`src/amx_pkg.sv`:
```
// ----------------------------------------------------------------------------
// amx_pkg
// Shared types, constants and helper functions for the streaming argmax block.
// ----------------------------------------------------------------------------
`default_nettype none

package amx_pkg;

  localparam int unsigned MaxLength = 65536;

  // Most negative finite double, raw pattern
  localparam logic [63:0] LowBits = 64'hFFEF_FFFF_FFFF_FFFF;

  // Tie rule codes
  localparam logic [1:0] TIE_RANDOM = 2'd0;
  localparam logic [1:0] TIE_FIRST  = 2'd1;
  localparam logic [1:0] TIE_LAST   = 2'd2;

  // Result status codes
  localparam logic [1:0] ST_FOUND   = 2'd0;
  localparam logic [1:0] ST_MISSING = 2'd1;
  localparam logic [1:0] ST_NONE    = 2'd2;

  // Register indexes
  localparam logic [0:0] REG_TIE_MODE = 1'd0;
  localparam logic [0:0] REG_DROP_NAN = 1'd1;

  typedef struct packed {
    logic [1:0] tie_mode;
    logic       drop_nan;
  } cfg_t;

  // Map a double onto an unsigned key whose order matches the numeric order
  // (for non-NaN values; both zeros map to distinct keys, handled apart).
  function automatic logic [63:0] order_key(input logic [63:0] b);
    order_key = b[63] ? ~b : {1'b1, b[62:0]};
  endfunction

  function automatic logic is_nan(input logic [63:0] b);
    is_nan = (b[62:52] == 11'h7FF) && (b[51:0] != 52'd0);
  endfunction

  function automatic logic is_zero(input logic [63:0] b);
    is_zero = (b[62:0] == 63'd0);
  endfunction

endpackage

`default_nettype wire

```
`src/argmax_with_tie_modes_core.sv`:
```
// ----------------------------------------------------------------------------
// argmax_with_tie_modes_core
// Streaming argmax over IEEE doubles with selectable tie rule.
// ----------------------------------------------------------------------------
// Takes one double per cycle and emits one result (position, status) on the
// item marked last. Each item passes through one compare stage into a result
// register. A one-entry skid buffer catches a result that arrives while the
// output is stalled; input pauses while that entry is in use or about to be
// filled, so with the output ready the sustained rate is one item per cycle.
// The result of the last item is captured in the tracker's result register and
// then in the output register, or in the skid entry while the output is
// stalled. Configure tie_mode and drop_nan only while no sequence is in progress.
`default_nettype none

module argmax_with_tie_modes_core #(
  parameter int unsigned MAX_LENGTH = amx_pkg::MaxLength,
  localparam int unsigned CW = $clog2(MAX_LENGTH + 1)
) (
  input  wire logic          clk,
  input  wire logic          rst,
  input  wire logic          psel,
  input  wire logic          penable,
  input  wire logic          pwrite,
  input  wire logic [2:0]    paddr,
  input  wire logic [31:0]   pwdata,
  output logic [31:0]        prdata,
  output logic               pready,
  input  wire logic          in_valid,
  output logic               in_ready,
  input  wire logic [63:0]   value_bits,
  input  wire logic [31:0]   draw,
  input  wire logic          last,
  output logic               out_valid,
  input  wire logic          out_ready,
  output logic [CW-1:0]      position,
  output logic [1:0]         status
);
  import amx_pkg::*;

  cfg_t          cfg;
  logic          step;
  logic          done;
  logic [CW-1:0] done_position;
  logic [1:0]    done_status;
  logic          skid_valid;
  logic [CW-1:0] skid_position;
  logic [1:0]    skid_status;

  amx_cfg u_cfg (
    .clk, .rst, .psel, .penable, .pwrite, .paddr, .pwdata, .prdata, .pready, .cfg
  );

  // Accept while the skid entry is free and not about to be filled
  assign in_ready = !skid_valid && !(done && out_valid && !out_ready);
  assign step     = in_valid && in_ready;

  amx_track #(.MAX_LENGTH(MAX_LENGTH)) u_track (
    .clk, .rst, .cfg, .step, .value_bits, .draw, .last,
    .done, .done_position, .done_status
  );

  // Output register with skid entry
  always_ff @(posedge clk) begin
    if (rst) begin
      out_valid  <= 1'b0;
      skid_valid <= 1'b0;
    end else begin
      if (!out_valid || out_ready) begin
        if (skid_valid) begin
          out_valid  <= 1'b1;
          skid_valid <= done;
        end else begin
          out_valid <= done;
        end
      end else if (done) begin
        skid_valid <= 1'b1;
      end
    end
  end

  always_ff @(posedge clk) begin
    if (!out_valid || out_ready) begin
      if (skid_valid) begin
        position <= skid_position;
        status   <= skid_status;
        if (done) begin
          skid_position <= done_position;
          skid_status   <= done_status;
        end
      end else if (done) begin
        position <= done_position;
        status   <= done_status;
      end
    end else if (done) begin
      skid_position <= done_position;
      skid_status   <= done_status;
    end
  end

  a_no_loss: assert property (@(posedge clk) disable iff (rst)
    (done && out_valid && !out_ready) |=> skid_valid) else $error("result lost");
  a_skid_full: assert property (@(posedge clk) disable iff (rst)
    skid_valid |-> out_valid) else $error("skid holds item without output");
  a_status_pos: assert property (@(posedge clk) disable iff (rst)
    (out_valid && status != ST_FOUND) |-> (position == '0))
    else $error("nonzero position with no result");

endmodule

`default_nettype wire

```
`src/amx_cfg.sv`:
```
// ----------------------------------------------------------------------------
// amx_cfg
// APB register file for the tie rule and the NaN removal flag.
// ----------------------------------------------------------------------------
`default_nettype none

module amx_cfg (
  input  wire logic          clk,
  input  wire logic          rst,
  input  wire logic          psel,
  input  wire logic          penable,
  input  wire logic          pwrite,
  input  wire logic [2:0]    paddr,
  input  wire logic [31:0]   pwdata,
  output logic [31:0]        prdata,
  output logic               pready,
  output amx_pkg::cfg_t      cfg
);
  import amx_pkg::*;

  logic       wr_en;
  logic [0:0] reg_index;

  assign pready    = 1'b1;
  assign wr_en     = psel && penable && pwrite;
  assign reg_index = paddr[2:2];

  // Write registers
  always_ff @(posedge clk) begin
    if (rst) begin
      cfg.tie_mode <= TIE_FIRST;
      cfg.drop_nan <= 1'b0;
    end else if (wr_en && paddr[1:0] == 2'd0) begin
      unique case (reg_index)
        REG_TIE_MODE: cfg.tie_mode <= pwdata[1:0];
        REG_DROP_NAN: cfg.drop_nan <= pwdata[0];
        default: ;
      endcase
    end
  end

  // Read back
  always_comb begin
    prdata = 32'd0;
    unique case (reg_index)
      REG_TIE_MODE: prdata = {30'd0, cfg.tie_mode};
      REG_DROP_NAN: prdata = {31'd0, cfg.drop_nan};
      default: prdata = 32'd0;
    endcase
  end

endmodule

`default_nettype wire

```
`src/amx_track.sv`:
```
// ----------------------------------------------------------------------------
// amx_track
// Running maximum tracker: one compare and one tie decision per item.
// ----------------------------------------------------------------------------
`default_nettype none

module amx_track #(
  parameter int unsigned MAX_LENGTH = amx_pkg::MaxLength,
  localparam int unsigned CW = $clog2(MAX_LENGTH + 1)
) (
  input  wire logic          clk,
  input  wire logic          rst,
  input  wire amx_pkg::cfg_t cfg,
  input  wire logic          step,
  input  wire logic [63:0]   value_bits,
  input  wire logic [31:0]   draw,
  input  wire logic          last,
  output logic               done,
  output logic [CW-1:0]      done_position,
  output logic [1:0]         done_status
);
  import amx_pkg::*;

  logic [63:0]   best_key;
  logic [CW-1:0] best_position;
  logic [CW-1:0] tie_count;
  logic [CW-1:0] item_count;
  logic          nan_seen;

  logic [63:0]   best_key_next;
  logic [CW-1:0] best_position_next;
  logic [CW-1:0] tie_count_next;
  logic          nan_seen_next;
  logic [CW-1:0] pos;
  logic [63:0]   key;
  logic          nan;
  logic          in_range;
  logic [CW+31:0] prod;

  assign nan      = is_nan(value_bits);
  // Fold -0.0 onto +0.0 so the zeros tie
  assign key      = is_zero(value_bits) ? order_key(64'd0) : order_key(value_bits);
  assign in_range = item_count < CW'(MAX_LENGTH);
  assign pos      = item_count + CW'(1);
  assign prod     = (CW+32)'(tie_count + CW'(1)) * (CW+32)'(draw);

  // Update the running state for this item
  always_comb begin
    best_key_next      = best_key;
    best_position_next = best_position;
    tie_count_next     = tie_count;
    nan_seen_next      = nan_seen;
    if (in_range) begin
      if (nan) begin
        if (!cfg.drop_nan) nan_seen_next = 1'b1;
      end else if (key > best_key) begin
        best_key_next      = key;
        best_position_next = pos;
        tie_count_next     = CW'(1);
      end else if (key == best_key && best_position != '0) begin
        if (cfg.tie_mode == TIE_RANDOM) begin
          tie_count_next = tie_count + CW'(1);
          if (prod[CW+31:32] == '0) best_position_next = pos;
        end else if (cfg.tie_mode == TIE_LAST) begin
          best_position_next = pos;
        end
      end
    end
  end

  // Hold state, clear on the last item
  always_ff @(posedge clk) begin
    if (rst) begin
      best_key      <= order_key(LowBits);
      best_position <= '0;
      tie_count     <= '0;
      item_count    <= '0;
      nan_seen      <= 1'b0;
      done          <= 1'b0;
    end else begin
      done <= step && last;
      if (step) begin
        if (last) begin
          best_key      <= order_key(LowBits);
          best_position <= '0;
          tie_count     <= '0;
          item_count    <= '0;
          nan_seen      <= 1'b0;
        end else begin
          best_key      <= best_key_next;
          best_position <= best_position_next;
          tie_count     <= tie_count_next;
          if (in_range) item_count <= pos;
          nan_seen      <= nan_seen_next;
        end
      end
    end
  end

  // Capture the result on the last item
  always_ff @(posedge clk) begin
    if (step && last) begin
      if (nan_seen_next) begin
        done_position <= '0;
        done_status   <= ST_MISSING;
      end else if (best_position_next == '0) begin
        done_position <= '0;
        done_status   <= ST_NONE;
      end else begin
        done_position <= best_position_next;
        done_status   <= ST_FOUND;
      end
    end
  end

  a_count_cap: assert property (@(posedge clk) disable iff (rst)
    item_count <= CW'(MAX_LENGTH)) else $error("item count past limit");
  a_pos_le_count: assert property (@(posedge clk) disable iff (rst)
    best_position <= item_count) else $error("position past item count");
  a_tie_with_best: assert property (@(posedge clk) disable iff (rst)
    (best_position == '0) |-> (tie_count == '0)) else $error("tie without best");

endmodule

`default_nettype wire
```
`config.mk`:
```
export PLATFORM = sky130hd
export DESIGN_NAME = argmax_with_tie_modes_core
export DESIGN_NICKNAME = d
export VERILOG_FILES = /design/src/amx_pkg.sv /design/src/argmax_with_tie_modes_core.sv /design/src/amx_cfg.sv /design/src/amx_track.sv
export SDC_FILE = /design/constraint.sdc
export NUM_CORES = 2
export LEC_CHECK = 0
export ABC_CLOCK_PERIOD_IN_PS = 14450
export BUFFER_PORTS_ARGS = -buffer_cell sky130_fd_sc_hd__buf_4
export CAP_MARGIN = 20
export CORE_MARGIN = 2
export CORE_UTILIZATION = 40
export DETAILED_ROUTE_END_ITERATION = 8
export GPL_ROUTABILITY_DRIVEN = 0
export PLACE_DENSITY_LB_ADDON = 0.25
export SLEW_MARGIN = 20
export SYNTH_ARGS = -nofsm -noshare
export SYNTH_HDL_FRONTEND = slang
export SYNTH_SLANG_ARGS = --single-unit
```
`constraint.sdc`:
```
create_clock -name clk -period 14.45 [get_ports clk]
set_input_delay 3.6125 -clock clk [delete_from_list [all_inputs] [get_ports clk]]
set_output_delay 3.6125 -clock clk [all_outputs]
set_load 0.1 [all_outputs]
```
==> results.json <==
{
  "reg2reg_from": "u_track.tie_count[0]",
  "drtAntennaViolNets": 0,
  "place_ws_ns": 1.97,
  "worstRegToRegCells": 29,
  "cts_tree": "done",
  "initial_core_util_pct": 40.2,
  "regArea_um2": 4150,
  "drv_slew": 0,
  "htree_num_levels": 4,
  "syn2layout_area_growth_pct": 7.90,
  "clkTransAtPathRegs_ns": 0.08,
  "critPathCapture": "u_track.done_position[1]",
  "critPathSlowestCell": "nor4_2",
  "clockBufferDepth": 2,
  "finalHoldViolCount": 0,
  "cap_violations": 0,
  "min_path_type": "reg -> reg",
  "dp_hpwl_mm": 57.7,
  "num_vias": 23000,
  "finalClockSkew_ns": 0.0132,
  "fillers": 7456,
  "min_from": "u_track.done_position[1]",
  "final_common_cell": "inv_1",
  "netlist_instances": 3465,
  "cts-root-buf": "clkbuf_16",
  "fin_tns_setup_ns": 0,
  "die_y_um": 274,
  "fin_crit_ns": 11.60,
  "max-vdd-ir-drop_mv": 0.0774,
  "multi_input_area_um2": 21900,
  "post_cts_buffers": 0,
  "yosysUniqueCellTypes": 88,
  "worstSetupStartpointType": "primary input",
  "internal-power_mw": 0.945,
  "critPathKind": "in -> reg",
  "core-area_um2": 72600,
  "die_w_um": 274,
  "ys.warnings.count": 0,
  "slowest_delay_ns": 0.61,
  "leakagePower_nw": 14.4,
  "synthArstFlopShare_pct": 0,
  "crit_buf_inv": 7,
  "tightest_slew_ns": 1.03,
  "setup_ws_ns": 2.85,
  "power_frac_clock_pct": 32.3,
  "drcViolationCount": 0,
  "fmax_mhz": 86.2,
  "ys_seq_elements": 179,
  "fin_crit_sh_pct": 80.3,
  "pwr-share-seq_pct": 35.8,
  "power_switching_share_pct": 38.1,
  "ys.flop_type": "dfxtp_1",
  "combPwrFrac_pct": 31.9,
  "wirelength_mm": 78.5,
  "grt_max_degree": 83,
  "critPathMaxFanout": 18,
  "fin_util_pct": 43.4,
  "drive_gt1_share_pct": 7.81,
  "power.switching_mw": 0.583,
  "r2r_end": "u_track.done_position[1]",
  "r2r_slack_ns": 3.42,
  "nNetsFinal": 4254,
  "io_buffers": 131,
  "dr.pass1.iters": 5,
  "crit_top_cell": "fa_1",
  "rsz0062_at_grt": "no",
  "design_area_um2": 31500,
  "required_ns": 14.63,
  "viasPerCell": 5.20,
  "setup_viol": 0,
  "endpoint_kind": "flop",
  "drt-initial-drc-count": 1498,
  "syn-cell-area_um2": 29200,
  "placed_area_um2": 30900,
  "crit_start": "draw[10]",
  "antenna_found_initial": 0,
  "power_per_cell_area_nw_per_um2": 48.5,
  "cts_sinks": 179,
  "layout.cells.most_common_list": "inv_1 (646), fa_1 (477), nand2_1 (416), nor2_1 (250), and2_1 (218)",
  "arrival_ns": 11.78,
  "synth.avg_cell_area_um2": 8.43,
  "post_drt_wl_per_cell_um": 17.7,
  "dieArea_um2": 75200,
  "cts_buffers": 17,
  "ctsHoldBuffers": 0,
  "ios": 193,
  "cts_resized": 0,
  "cpLargestDelayFamily": "adder cells",
  "grt_usage_pct": 21.6,
  "gr-total-overflow": 0,
  "status": "complete, no violations",
  "path_depth": 27,
  "maxSlewHeadroom_pct": 31.4,
  "fp-row-count": 99,
  "n_antenna_cell": 0,
  "synth-edff-count": 57,
  "grt_pass1_wl_mm": 128,
  "grt_pass1_vias": 23300,
  "ys_seq_area_share_pct": 14.2,
  "fin_hold_ws_ns": 0.451,
  "clk_latency_ns": 0.46
}
## synth_stat cells, types with 11 or more instances
master | n | share of area, %
nor3b_1 | 14 | 0.36
nor2_1 | 252 | 3.2
xor2_1 | 15 | 0.45
nand2b_1 | 34 | 0.73
a211oi_1 | 18 | 0.46
mux2_2 | 21 | 0.81
edfxtp_1 | 57 | 5.9
mux2i_1 | 11 | 0.38
ha_1 | 183 | 7.8
fa_1 | 477 | 33
a22oi_1 | 15 | 0.39
a21o_1 | 29 | 0.75
buf_4 | 34 | 0.87
nor4_1 | 93 | 2.0
xnor2_1 | 95 | 2.8
o21a_1 | 13 | 0.33
nor3_1 | 28 | 0.48
and2_1 | 218 | 4.7
a21oi_1 | 171 | 2.9
o21ai_0 | 61 | 1.0
nand4_1 | 32 | 0.69
nand3_1 | 43 | 0.74
nor2b_1 | 15 | 0.32
clkbuf_1 | 171 | 2.2
dfxtp_1 | 122 | 8.4
nand2_1 | 416 | 5.3
and3_1 | 17 | 0.36
inv_1 | 646 | 8.3
## metal layers
metal	vias to the layer above	global-route usage, %	wire [µm]
li1	10800	-	-
met4	0	5.31	1690
met1	11500	30.8	36300
met5	-	0	0
met2	675	34.7	36200
met3	101	2.79	4400
## logic make-up (layout without fill, tap and decap cells)
logic type	Yosys count	count (layout)	share of synthesized area (%)
xor gates and xnor gates	110	110	3.30
buffers and inverters	871	845	11.9
muxes	32	32	1.19
DFF	179	179	14.2
AOI/OAI and AO/OA	394	394	8.40
other	2	31	0.0257
and+or+nand+nor	1217	1217	20.5
adders and majority gates	660	660	40.5
## final cells by class
type / instances / area share, %
Clock buffer: 17 / 1.35
Clock inverter: 15 / 0.647
Inverter: 646 / 7.69
Multi-Input combinational cell: 2444 / 69.3
Sequential cell: 179 / 13.2
Tap cell: 959 / 3.81
Timing Repair Buffer: 167 / 3.99
## power by group through the flow
stage | registers, mW | logic, mW | clock network [mW]
CTS | 0.547 | 0.488 | 0.505
global route | 0.549 | 0.546 | 0.525
global placement | 0.559 | 0.482 | 0
floorplan | 0.569 | 0.346 | 0
detailed placement | 0.559 | 0.484 | 0
finish | 0.547 | 0.487 | 0.494
## sequential cells by signal, indices dropped and copies added, names as in the netlist, 3 cells and up
register	flops
position	17
skid_position	17
u_cfg.cfg	3
u_track.best_key	64
u_track.best_position	17
u_track.done_position	17
u_track.item_count	17
u_track.tie_count	17
## per-stage QoR
step | cells | total power [mW]
after global placement | 4393 | 1.04
after CTS | 4425 | 1.54
after floorplan | 3494 | 0.915
after detailed placement | 4393 | 1.04
after global routing | 4427 | 1.62
final | 4427 | 1.53
## worst min-delay path by stage
| stage | to | slack (ns) | cells after the start |
|---|---|---|---|
| detailed placement | skid_position[0] | 0.44 | 0 |
| finish | skid_position[1] | 0.45 | 0 |
| global placement | skid_position[0] | 0.43 | 0 |
| global route | skid_position[10] | 0.46 | 0 |
| floorplan | skid_position[0] | 0.42 | 0 |
| CTS | skid_position[1] | 0.45 | 0 |
Power figures use the tool's default switching activity.
